<file path="src/hdl/lpc_pkg.sv">
// ----------------------------------------------------------------------------
// LRU page cache policy package
// Shared widths, register indexes, result codes, state and control types.
// ----------------------------------------------------------------------------
package lpc_pkg;

   localparam int CAPACITY_DEF = 16;

   localparam int PAGE_W   = 32;
   localparam int STATUS_W = 2;
   localparam int SLOT_W   = 4;
   localparam int EIU_W    = 5;
   localparam int APB_AW   = 3;
   localparam int APB_DW   = 32;

   localparam logic [EIU_W-1:0] EIU_RESET = 5'd16;

   // Register index is taken from paddr[2].
   localparam logic CSR_IDX_ENTRIES = 1'b0;
   localparam logic CSR_IDX_LIMIT   = 1'b1;

   localparam logic [STATUS_W-1:0] RS_HIT   = 2'd0;
   localparam logic [STATUS_W-1:0] RS_FILL  = 2'd1;
   localparam logic [STATUS_W-1:0] RS_EVICT = 2'd2;
   localparam logic [STATUS_W-1:0] RS_RANGE = 2'd3;

   typedef enum logic [2:0] {
      ST_IDLE,
      ST_SEARCH,
      ST_SEARCH_END,
      ST_DECIDE,
      ST_UPDATE,
      ST_UPDATE_END
   } state_type;

   typedef struct packed {
      logic load;
      logic search_rd;
      logic search_acc;
      logic decide;
      logic upd_rd;
      logic upd_wr;
   } ctrl_cmd_type;

   typedef struct packed {
      logic scan_last;
      logic err;
   } dp_stat_type;

endpackage

</file>
<file path="src/hdl/lpc_ram.sv">
// ----------------------------------------------------------------------------
// Generic RAM
// One write port and one read port; the read data is registered.
// ----------------------------------------------------------------------------
module lpc_ram #(
   parameter int WIDTH = 32,
   parameter int DEPTH = 16
) (
   input  logic                                      clock,
   input  logic                                      we,
   input  logic [(DEPTH > 1 ? $clog2(DEPTH) : 1)-1:0] waddr,
   input  logic [WIDTH-1:0]                          wdata,
   input  logic [(DEPTH > 1 ? $clog2(DEPTH) : 1)-1:0] raddr,
   output logic [WIDTH-1:0]                          rdata
);

   logic [WIDTH-1:0] mem_ff [DEPTH];
   logic [WIDTH-1:0] rdata_ff;

   always_ff @(posedge clock) begin
      if (we) begin
         mem_ff[waddr] <= wdata;
      end
      rdata_ff <= mem_ff[raddr];
   end

   assign rdata = rdata_ff;

endmodule

</file>
<file path="src/hdl/lpc_csr.sv">
// ----------------------------------------------------------------------------
// LRU page cache configuration registers
// APB-style register file holding the entry limit and the page limit.
// ----------------------------------------------------------------------------
module lpc_csr import lpc_pkg::*; (
   input  logic              clock,
   input  logic              reset,
   input  logic              psel,
   input  logic              penable,
   input  logic              pwrite,
   input  logic [APB_AW-1:0] paddr,
   input  logic [APB_DW-1:0] pwdata,
   output logic [APB_DW-1:0] prdata,
   output logic              pready,
   output logic [EIU_W-1:0]  entries_in_use,
   output logic [PAGE_W-1:0] page_limit
);

   logic [EIU_W-1:0]  eiu_ff, eiu_in;
   logic [PAGE_W-1:0] limit_ff, limit_in;
   logic              wr_en;

   assign pready = 1'b1;
   assign wr_en  = psel & penable & pwrite & pready;

   always_comb begin
      eiu_in   = eiu_ff;
      limit_in = limit_ff;
      if (wr_en) begin
         unique case (paddr[2])
            CSR_IDX_ENTRIES: eiu_in   = pwdata[EIU_W-1:0];
            CSR_IDX_LIMIT:   limit_in = pwdata[PAGE_W-1:0];
            default:         eiu_in   = eiu_ff;
         endcase
      end
   end

   always_ff @(posedge clock) begin
      if (reset) begin
         eiu_ff   <= EIU_RESET;
         limit_ff <= '0;
      end else begin
         eiu_ff   <= eiu_in;
         limit_ff <= limit_in;
      end
   end

   always_comb begin
      unique case (paddr[2])
         CSR_IDX_ENTRIES: prdata = APB_DW'(eiu_ff);
         CSR_IDX_LIMIT:   prdata = APB_DW'(limit_ff);
         default:         prdata = '0;
      endcase
   end

   assign entries_in_use = eiu_ff;
   assign page_limit     = limit_ff;

endmodule

</file>
<file path="src/hdl/lpc_ctrl.sv">
// ----------------------------------------------------------------------------
// LRU page cache controller
// Sequences the tag search sweep, the decision and the recency update sweep.
// ----------------------------------------------------------------------------
module lpc_ctrl import lpc_pkg::*; (
   input  logic         clock,
   input  logic         reset,
   input  logic         start,
   output logic         busy,
   input  dp_stat_type  stat,
   output ctrl_cmd_type cmd
);

   state_type state_ff, state_in;

   always_comb begin
      state_in = state_ff;
      unique case (state_ff)
         ST_IDLE:       if (start) state_in = ST_SEARCH;
         ST_SEARCH:     if (stat.scan_last) state_in = ST_SEARCH_END;
         ST_SEARCH_END: state_in = ST_DECIDE;
         ST_DECIDE:     state_in = stat.err ? ST_IDLE : ST_UPDATE;
         ST_UPDATE:     if (stat.scan_last) state_in = ST_UPDATE_END;
         ST_UPDATE_END: state_in = ST_IDLE;
         default:       state_in = ST_IDLE;
      endcase
   end

   always_comb begin
      cmd = '0;
      unique case (state_ff)
         ST_IDLE:       cmd.load = start;
         ST_SEARCH: begin
            cmd.search_rd  = 1'b1;
            cmd.search_acc = 1'b1;
         end
         ST_SEARCH_END: cmd.search_acc = 1'b1;
         ST_DECIDE:     cmd.decide = 1'b1;
         ST_UPDATE: begin
            cmd.upd_rd = 1'b1;
            cmd.upd_wr = 1'b1;
         end
         ST_UPDATE_END: cmd.upd_wr = 1'b1;
         default:       cmd = '0;
      endcase
   end

   always_ff @(posedge clock) begin
      if (reset) begin
         state_ff <= ST_IDLE;
      end else begin
         state_ff <= state_in;
      end
   end

   assign busy = (state_ff != ST_IDLE);

   // A request is only taken from idle.
   a_load_idle: assert property (@(posedge clock) disable iff (reset)
      cmd.load |-> state_ff == ST_IDLE)
      else $error("load issued outside idle");

   // The update sweep never follows a rejected request.
   a_err_skip: assert property (@(posedge clock) disable iff (reset)
      (cmd.decide && stat.err) |=> !busy)
      else $error("update sweep after out-of-range request");

   // Search always runs into the decision step.
   a_search_end: assert property (@(posedge clock) disable iff (reset)
      state_ff == ST_SEARCH_END |=> state_ff == ST_DECIDE)
      else $error("search end not followed by decision");

endmodule

</file>
<file path="src/hdl/lpc_datapath.sv">
// ----------------------------------------------------------------------------
// LRU page cache datapath
// Tag and rank memories, valid bits, search accumulators and result register.
// ----------------------------------------------------------------------------
module lpc_datapath import lpc_pkg::*; #(
   parameter int CAPACITY = CAPACITY_DEF
) (
   input  logic                clock,
   input  logic                reset,
   input  ctrl_cmd_type        cmd,
   output dp_stat_type         stat,
   input  logic [PAGE_W-1:0]   req_page_number,
   input  logic [EIU_W-1:0]    entries_in_use,
   input  logic [PAGE_W-1:0]   page_limit,
   output logic                rsp_valid,
   output logic [STATUS_W-1:0] rsp_status,
   output logic [SLOT_W-1:0]   rsp_slot,
   output logic [PAGE_W-1:0]   rsp_evicted_page
);

   localparam int AW = (CAPACITY > 1) ? $clog2(CAPACITY) : 1;
   localparam int RW = AW;
   localparam int FW = $clog2(CAPACITY + 1);
   localparam int LW = (FW > EIU_W) ? FW : EIU_W;

   // Scan pointer and the index whose read data arrives this cycle.
   logic [AW-1:0]       cnt_ff, cnt_in;
   logic [AW-1:0]       idx_ff;
   logic                pend_ff;

   logic [PAGE_W-1:0]   page_ff;
   logic                found_ff, found_in;
   logic [AW-1:0]       hit_slot_ff, hit_slot_in;
   logic [RW-1:0]       hit_rank_ff, hit_rank_in;
   logic                free_ff, free_in;
   logic [AW-1:0]       free_slot_ff, free_slot_in;
   logic                any_ff, any_in;
   logic [RW-1:0]       best_ff, best_in;
   logic [AW-1:0]       vic_slot_ff, vic_slot_in;
   logic [PAGE_W-1:0]   vic_tag_ff, vic_tag_in;

   logic [AW-1:0]       sel_ff;
   logic [RW-1:0]       below_ff;
   logic                age_all_ff;

   logic [CAPACITY-1:0] valid_ff, valid_in;
   logic [FW-1:0]       fill_ff, fill_in;

   logic                rsp_valid_ff;
   logic [STATUS_W-1:0] rsp_status_ff;
   logic [SLOT_W-1:0]   rsp_slot_ff;
   logic [PAGE_W-1:0]   rsp_evict_ff;

   logic [PAGE_W-1:0]   tag_rdata;
   logic [RW-1:0]       rank_rdata;
   logic [RW-1:0]       rank_wdata;
   logic                acc_en, wr_en, cur_valid;

   logic [LW-1:0]       eff_limit;
   logic                room, err_c, take_free, evict_c, free_path;
   logic [AW-1:0]       sel_c;
   logic [STATUS_W-1:0] status_c;

   lpc_ram #(.WIDTH(PAGE_W), .DEPTH(CAPACITY)) u_tag_ram (
      .clock (clock),
      .we    (cmd.decide & (take_free | evict_c)),
      .waddr (sel_c),
      .wdata (page_ff),
      .raddr (cnt_ff),
      .rdata (tag_rdata)
   );

   lpc_ram #(.WIDTH(RW), .DEPTH(CAPACITY)) u_rank_ram (
      .clock (clock),
      .we    (wr_en),
      .waddr (idx_ff),
      .wdata (rank_wdata),
      .raddr (cnt_ff),
      .rdata (rank_rdata)
   );

   assign acc_en    = cmd.search_acc & pend_ff;
   assign wr_en     = cmd.upd_wr & pend_ff;
   assign cur_valid = valid_ff[idx_ff];

   assign stat.scan_last = (cnt_ff == AW'(CAPACITY - 1));
   assign stat.err       = err_c;

   // Entry limit zero acts as one; values above the capacity act as the capacity.
   always_comb begin
      eff_limit = LW'(entries_in_use);
      if (eff_limit == '0) begin
         eff_limit = LW'(1);
      end else if (eff_limit > LW'(CAPACITY)) begin
         eff_limit = LW'(CAPACITY);
      end
   end

   // The decision works on the accumulated search results.
   always_comb begin
      room      = (LW'(fill_ff) < eff_limit);
      err_c     = !found_ff && ((page_ff == '0) || (page_ff > page_limit));
      free_path = room && free_ff;
      take_free = !found_ff && !err_c && (free_path || !any_ff);
      evict_c   = !found_ff && !err_c && !take_free;
      priority if (found_ff) begin
         sel_c    = hit_slot_ff;
         status_c = RS_HIT;
      end else if (err_c) begin
         sel_c    = '0;
         status_c = RS_RANGE;
      end else if (take_free) begin
         sel_c    = free_path ? free_slot_ff : '0;
         status_c = RS_FILL;
      end else begin
         sel_c    = vic_slot_ff;
         status_c = RS_EVICT;
      end
   end

   // Search accumulators: first hit, first free slot, oldest valid entry.
   always_comb begin
      cnt_in       = cnt_ff;
      found_in     = found_ff;
      hit_slot_in  = hit_slot_ff;
      hit_rank_in  = hit_rank_ff;
      free_in      = free_ff;
      free_slot_in = free_slot_ff;
      any_in       = any_ff;
      best_in      = best_ff;
      vic_slot_in  = vic_slot_ff;
      vic_tag_in   = vic_tag_ff;
      if (cmd.load || cmd.decide) begin
         cnt_in = '0;
      end else if (cmd.search_rd || cmd.upd_rd) begin
         cnt_in = cnt_ff + AW'(1);
      end
      if (cmd.load) begin
         found_in = 1'b0;
         free_in  = 1'b0;
         any_in   = 1'b0;
      end else if (acc_en) begin
         if (!found_ff && cur_valid && (tag_rdata == page_ff)) begin
            found_in    = 1'b1;
            hit_slot_in = idx_ff;
            hit_rank_in = rank_rdata;
         end
         if (!free_ff && !cur_valid) begin
            free_in      = 1'b1;
            free_slot_in = idx_ff;
         end
         if (cur_valid && (!any_ff || (rank_rdata > best_ff))) begin
            any_in      = 1'b1;
            best_in     = rank_rdata;
            vic_slot_in = idx_ff;
            vic_tag_in  = tag_rdata;
         end
      end
   end

   // Recency update: the chosen slot becomes newest, younger valid entries age.
   always_comb begin
      if (idx_ff == sel_ff) begin
         rank_wdata = '0;
      end else if (cur_valid && (age_all_ff || (rank_rdata < below_ff))) begin
         rank_wdata = rank_rdata + RW'(1);
      end else begin
         rank_wdata = rank_rdata;
      end
   end

   always_comb begin
      valid_in = valid_ff;
      fill_in  = fill_ff;
      if (cmd.decide && take_free) begin
         valid_in[sel_c] = 1'b1;
         fill_in         = free_path ? fill_ff + FW'(1) : FW'(1);
      end
   end

   always_ff @(posedge clock) begin
      if (reset) begin
         cnt_ff       <= '0;
         pend_ff      <= 1'b0;
         valid_ff     <= '0;
         fill_ff      <= '0;
         rsp_valid_ff <= 1'b0;
      end else begin
         cnt_ff       <= cnt_in;
         pend_ff      <= cmd.search_rd | cmd.upd_rd;
         valid_ff     <= valid_in;
         fill_ff      <= fill_in;
         rsp_valid_ff <= cmd.decide;
      end
   end

   always_ff @(posedge clock) begin
      idx_ff       <= cnt_ff;
      found_ff     <= found_in;
      hit_slot_ff  <= hit_slot_in;
      hit_rank_ff  <= hit_rank_in;
      free_ff      <= free_in;
      free_slot_ff <= free_slot_in;
      any_ff       <= any_in;
      best_ff      <= best_in;
      vic_slot_ff  <= vic_slot_in;
      vic_tag_ff   <= vic_tag_in;
      if (cmd.load) begin
         page_ff <= req_page_number;
      end
      if (cmd.decide) begin
         sel_ff        <= sel_c;
         below_ff      <= hit_rank_ff;
         age_all_ff    <= !found_ff;
         rsp_status_ff <= status_c;
         rsp_slot_ff   <= SLOT_W'(sel_c);
         rsp_evict_ff  <= evict_c ? vic_tag_ff : '0;
      end
   end

   assign rsp_valid        = rsp_valid_ff;
   assign rsp_status       = rsp_status_ff;
   assign rsp_slot         = rsp_slot_ff;
   assign rsp_evicted_page = rsp_evict_ff;

   // The fill count always matches the number of valid entries.
   a_fill_match: assert property (@(posedge clock) disable iff (reset)
      $countones(valid_ff) == int'(fill_ff))
      else $error("fill count differs from valid entries");

   // A result strobe lasts a single cycle.
   a_strobe_once: assert property (@(posedge clock) disable iff (reset)
      rsp_valid_ff |=> !rsp_valid_ff)
      else $error("result strobe held for two cycles");

   // Rejected requests report slot zero and no evicted page.
   a_range_fields: assert property (@(posedge clock) disable iff (reset)
      (rsp_valid_ff && (rsp_status_ff == RS_RANGE)) |->
         (rsp_slot_ff == '0) && (rsp_evict_ff == '0))
      else $error("out-of-range result carries data");

   // Only an eviction names an evicted page.
   a_evict_zero: assert property (@(posedge clock) disable iff (reset)
      (rsp_valid_ff && (rsp_status_ff != RS_EVICT)) |-> (rsp_evict_ff == '0))
      else $error("evicted page reported without eviction");

endmodule

</file>
<file path="src/hdl/lru_page_cache_policy.sv">
// ----------------------------------------------------------------------------
// LRU page cache policy
// Fully associative tag store with least-recently-used replacement.
// ----------------------------------------------------------------------------
// Flow: after start is accepted the tag search sweep runs, then the decision step
// registers the result and raises the result strobe; the rank update sweep follows.
// A new request is taken only from idle, once the rank update sweep has ended
// (or after the decision step when out of range); both sweeps read one entry per
// cycle through the single read port of the tag and rank memories.
// Reset clears all valid bits and the fill count; no clearing pass is needed.
// The result is shown for one cycle and cannot be stalled by the receiver.
module lru_page_cache_policy import lpc_pkg::*; #(
   parameter int CAPACITY = CAPACITY_DEF
) (
   input  logic                clock,
   input  logic                reset,
   input  logic                start,
   output logic                busy,
   input  logic [PAGE_W-1:0]   req_page_number,
   output logic                rsp_valid,
   output logic [STATUS_W-1:0] rsp_status,
   output logic [SLOT_W-1:0]   rsp_slot,
   output logic [PAGE_W-1:0]   rsp_evicted_page,
   input  logic                psel,
   input  logic                penable,
   input  logic                pwrite,
   input  logic [APB_AW-1:0]   paddr,
   input  logic [APB_DW-1:0]   pwdata,
   output logic [APB_DW-1:0]   prdata,
   output logic                pready
);

   logic [EIU_W-1:0]  entries_in_use;
   logic [PAGE_W-1:0] page_limit;
   ctrl_cmd_type      cmd;
   dp_stat_type       stat;

   lpc_csr u_csr (
      .clock          (clock),
      .reset          (reset),
      .psel           (psel),
      .penable        (penable),
      .pwrite         (pwrite),
      .paddr          (paddr),
      .pwdata         (pwdata),
      .prdata         (prdata),
      .pready         (pready),
      .entries_in_use (entries_in_use),
      .page_limit     (page_limit)
   );

   lpc_ctrl u_ctrl (
      .clock (clock),
      .reset (reset),
      .start (start),
      .busy  (busy),
      .stat  (stat),
      .cmd   (cmd)
   );

   lpc_datapath #(.CAPACITY(CAPACITY)) u_datapath (
      .clock            (clock),
      .reset            (reset),
      .cmd              (cmd),
      .stat             (stat),
      .req_page_number  (req_page_number),
      .entries_in_use   (entries_in_use),
      .page_limit       (page_limit),
      .rsp_valid        (rsp_valid),
      .rsp_status       (rsp_status),
      .rsp_slot         (rsp_slot),
      .rsp_evicted_page (rsp_evicted_page)
   );

endmodule

</file>
<file path="config.mk">
export PLATFORM = sky130hd
export DESIGN_NAME = lru_page_cache_policy
export DESIGN_NICKNAME = d
export VERILOG_FILES = /design/src/hdl/lpc_pkg.sv /design/src/hdl/lpc_ram.sv /design/src/hdl/lpc_csr.sv /design/src/hdl/lpc_ctrl.sv /design/src/hdl/lpc_datapath.sv /design/src/hdl/lru_page_cache_policy.sv
export SDC_FILE = /design/constraint.sdc
export NUM_CORES = 1
export LEC_CHECK = 0
export BUFFER_PORTS_ARGS = -buffer_cell sky130_fd_sc_hd__buf_2
export CAP_MARGIN = 20
export CELL_PAD_IN_SITES_DETAIL_PLACEMENT = 0
export CELL_PAD_IN_SITES_GLOBAL_PLACEMENT = 2
export CORE_UTILIZATION = 30
export CTS_CLUSTER_SIZE = 30
export DETAILED_ROUTE_END_ITERATION = 8
export PLACE_DENSITY_LB_ADDON = 0.12
export SLEW_MARGIN = 25
export SYNTH_ARGS = -nofsm -noshare
export SYNTH_HDL_FRONTEND = slang
export SYNTH_SLANG_ARGS = --single-unit
</file>
<file path="constraint.sdc">
create_clock -name clock -period 12.3 [get_ports clock]
set_input_delay 0.615 -clock clock [delete_from_list [all_inputs] [get_ports clock]]
set_output_delay 0.615 -clock clock [all_outputs]
set_load 0.01 [all_outputs]
</file>
==> metrics.yaml <==
synthesis:
  synth.mux.area_fraction_pct: 13.6
  yosys.area_share.simple_pct: 5.21
  synth_fp_nets: 1782
  synth_fa_ha_area_share_pct: 1.83
  synth.avg_cell_area_sq_um: 18.9
  synth.top_cell.area_share_pct: 67.0
  ys_types: 61
  ys_seq_area_share_pct: 74.0
  synth_top_area_cell: "edfxtp_1"
  synth_edf_count: 703
  synth_flop_cell: "edfxtp_1"
  async_reset_ff_share_pct: 0
  netlist_instances: 1663
  netlist_area_sq_mm: 0.0315
  ys_seq_elements: 813
  yosys-top-cells-area: "edfxtp_1 67%, mux4_2 13%, dfxtp_1 7.0%, ha_1 1.8%, and2_1 1.3%"
  synth_compound_area_share_pct: 2.68
  ys_warn_count: 0
  synth_top_family_by_area: "multiplexers"
  synthXorXnorAreaFrac_pct: 1.20
clocking:
  h-tree-depth: 3
  cts_tree: "yes"
  postCtsSetupBuffers: 0
  insertion_delay_ps: 650
  clock-sinks: 813
  cts_hold_buf: 0
  cts_buffers: 92
  clk_pin_slew_ps: 60
  root_buffer: "clkbuf_16"
  ctsResizeCount: 0
  cts_buffer_depth: 3
drt:
  wire_per_inst_um: 25.7
  ant_nets: 0
  wl_mm: 85.6
  vias: 15966
  dr.pass1.iters: 5
  drc: 0
  first_iter_violations: 1113
  viasPerCell: 4.80
status:
  status: "complete, no violations"
timing:
  grt_setup_unrepaired: "no"
  finalSetupViolCount: 0
  worst_slack_ps: 6870
  tns_ps: 0
  period_share_pct: 44.1
  fin_worst_skew_ps: 25.7
  period_minus_slack_ps: 5430
  hold_viol_final: 0
  drv_slew: 0
  worst_pin_slew_ps: 1130
  slew_headroom_pct: 23.9
  fmax_ghz: 0.184
power:
  power.density_mw_per_mm2: 160
  netSwitchingFraction_pct: 21.2
  clockPowerShare_pct: 45.1
  power_uw: 5930
  switching_power_uw: 1260
  power.internal_uw: 4670
  p_leak_uw: 0.0118
  ir_worst_vdd_mv: 0.0882
  seqPwrFrac_pct: 51.4
  combPwrFrac_pct: 3.5
worst_setup_path:
  criticalPathCategory: "flop to flop"
  arrival_ps: 5710
  end_kind: "flop"
  critPathMaxFanout: 21
  start_kind: "flop"
  worstPathRequired_ps: 12580
final_layout:
  area_delta_synth_final_pct: 17.8
  fill_cells: 9741
  multi_input_area_sq_mm: 0.00787
  nNetsFinal: 1992
  layout-drive-gt1-share_pct: 28.2
  final-seq-area_sq_mm: 0.0233
global_routing:
  grt_antenna_before_repair: 2
  grt_pass1_vias: 17016
  overflow: 0
  grt_pass1_wl_mm: 123
  track_usage_pct: 16.3
  grt_start_max_net_pins: 97
floorplanning:
  start_util_pct: 30.4
  dieArea_sq_mm: 0.106
  core_sq_mm: 0.104
  row_count: 118
  io_pins: 146
  die_h_um: 326
  die_w_um: 326
place:
  place_ws_ps: 6730
  dp_hpwl_mm: 50.1
  place_congestion: 0.717
  port_buffers: 142
run:
  cap_violations: 0
hold_path:
  hold_path_class: "primary input to flop"
[final cells by class]
class	instances	area share [%]
diodes	1	0.00674
clock buffers	127	6.75
clock inverters	40	1.13
inverters	51	0.516
multi-input cells	725	21.2
flip-flops and latches	813	62.8
well taps	1380	4.65
repair buffers	190	2.92
[layer usage]
layer	GRT usage, %	vias to the layer above	wire length [um]
li1	-	7068	-
met1	21.8	8428	38200
met2	27.3	363	42100
met3	2.47	107	3520
met4	4.51	0	1670
met5	0	-	0
[state kept, by name (all words and copies together) (netlist names), 3 cells and up]
name                          cells
u_datapath.u_tag_ram.mem_ff     512
u_csr.page_limit                 32
u_datapath.hit_slot_ff            4
u_datapath.u_rank_ram.mem_ff     64
u_datapath.rsp_evicted_page      32
u_datapath.u_rank_ram.rdata       4
u_datapath.cnt_ff                 4
u_ctrl.state_ff                   3
u_datapath.free_slot_ff           4
u_datapath.hit_rank_ff            4
u_datapath.page_ff               32
u_datapath.fill_ff                5
u_datapath.idx_ff                 4
u_datapath.valid_ff              16
u_datapath.rsp_slot               4
u_datapath.vic_tag_ff            32
u_datapath.u_tag_ram.rdata       32
u_csr.entries_in_use              5
u_datapath.best_ff                4
u_datapath.vic_slot_ff            4
u_datapath.below_ff               4
[worst max-delay path: stages (launching register included)]
cell       delay [ps]
edfxtp_1          980
ha_1              400
nand4_1           200
a2111oi_0         100
nor4_1            780
o311ai_4          390
o41a_1            730
nor3_4            850
buf_4             560
[cell usage after synthesis, types with 14 or more instances]
library cell  count
clkbuf_1         53
edfxtp_1        703
xor2_1           36
a21oi_1          55
inv_1            51
dfxtp_1         110
buf_1            14
nor3_1           17
and2_1           66
nand3_1          16
mux4_2          185
o21ai_0          14
ha_1             46
nor4_1           20
nand4_1          21
o2bb2ai_1        16
nand2_1          93
nor2_1           50
[stage by stage]
step	util (%)	std cells	hold WS [ps]	area (sq um)
6_report	35.8	3327	138	37100
5_1_grt	35.8	3326	99.2	37100
3_3_place_gp	32.9	3159	403	34200
3_5_place_dp	32.9	3159	408	34200
2_1_floorplan	-	1663	347	31500
4_1_cts	35.8	3326	82.3	37100
[logic make-up after synthesis]
kind of cell,after synthesis
compound gates,125
xor+xnor,43
fa+ha+maj,46
buf+inv,125
flops,813
mux,195
other cells,1
simple gates,315
[path summary, 6_finish.rpt]
path                                  startpoint                                       endpoint  slack (ps)  cells past startpoint
min reg2reg  u_datapath.hit_rank_ff[0]$_DFFE_PP_               u_datapath.below_ff[0]$_DFFE_PP_         420                      0
min                          req_page_number[13]               u_datapath.page_ff[13]$_DFFE_PP_         140                      1
max              u_datapath.page_ff[9]$_DFFE_PP_  u_datapath.u_tag_ram.mem_ff[11][28]$_DFFE_PP_        6870                      8
max reg2reg      u_datapath.page_ff[9]$_DFFE_PP_  u_datapath.u_tag_ram.mem_ff[11][28]$_DFFE_PP_        6870                      8
[power groups by stage]
stage                     registers (uW)  clock network [uW]  logic [uW]
after global placement              3110                   0         214
after floorplan                     3090                   0         128
after detailed placement            3110                   0         216
after CTS                           3050                2760         217
after global routing                3050                2860         231
final                               3050                2680         210
[placed cells by master, fill, tap and decap left out, types with 4 or more instances in the layout]
master / n
edfxtp_1: 703
mux4_2: 185
buf_2: 142
dfxtp_1: 106
clkbuf_16: 94
nand2_1: 93
and2_1: 66
a21oi_1: 53
inv_1: 49
buf_4: 47
ha_1: 46
xor2_1: 36
nor2_1: 34
clkbuf_1: 30
nand4_1: 21
nor4_1: 19
nand3_1: 16
o2bb2ai_1: 16
clkinv_2: 16
nor3_1: 15
o21ai_0: 14
nor2_4: 14
clkinv_1: 9
xnor2_1: 7
bufinv_16: 7
a21o_1: 6
o31ai_1: 6
mux2i_1: 6
nand3b_1: 5
or4_4: 5
nor2b_1: 4
nand2b_1: 4
mux2_2: 4
dfxtp_4: 4
Note: power is estimated with default switching activity, not from simulation.
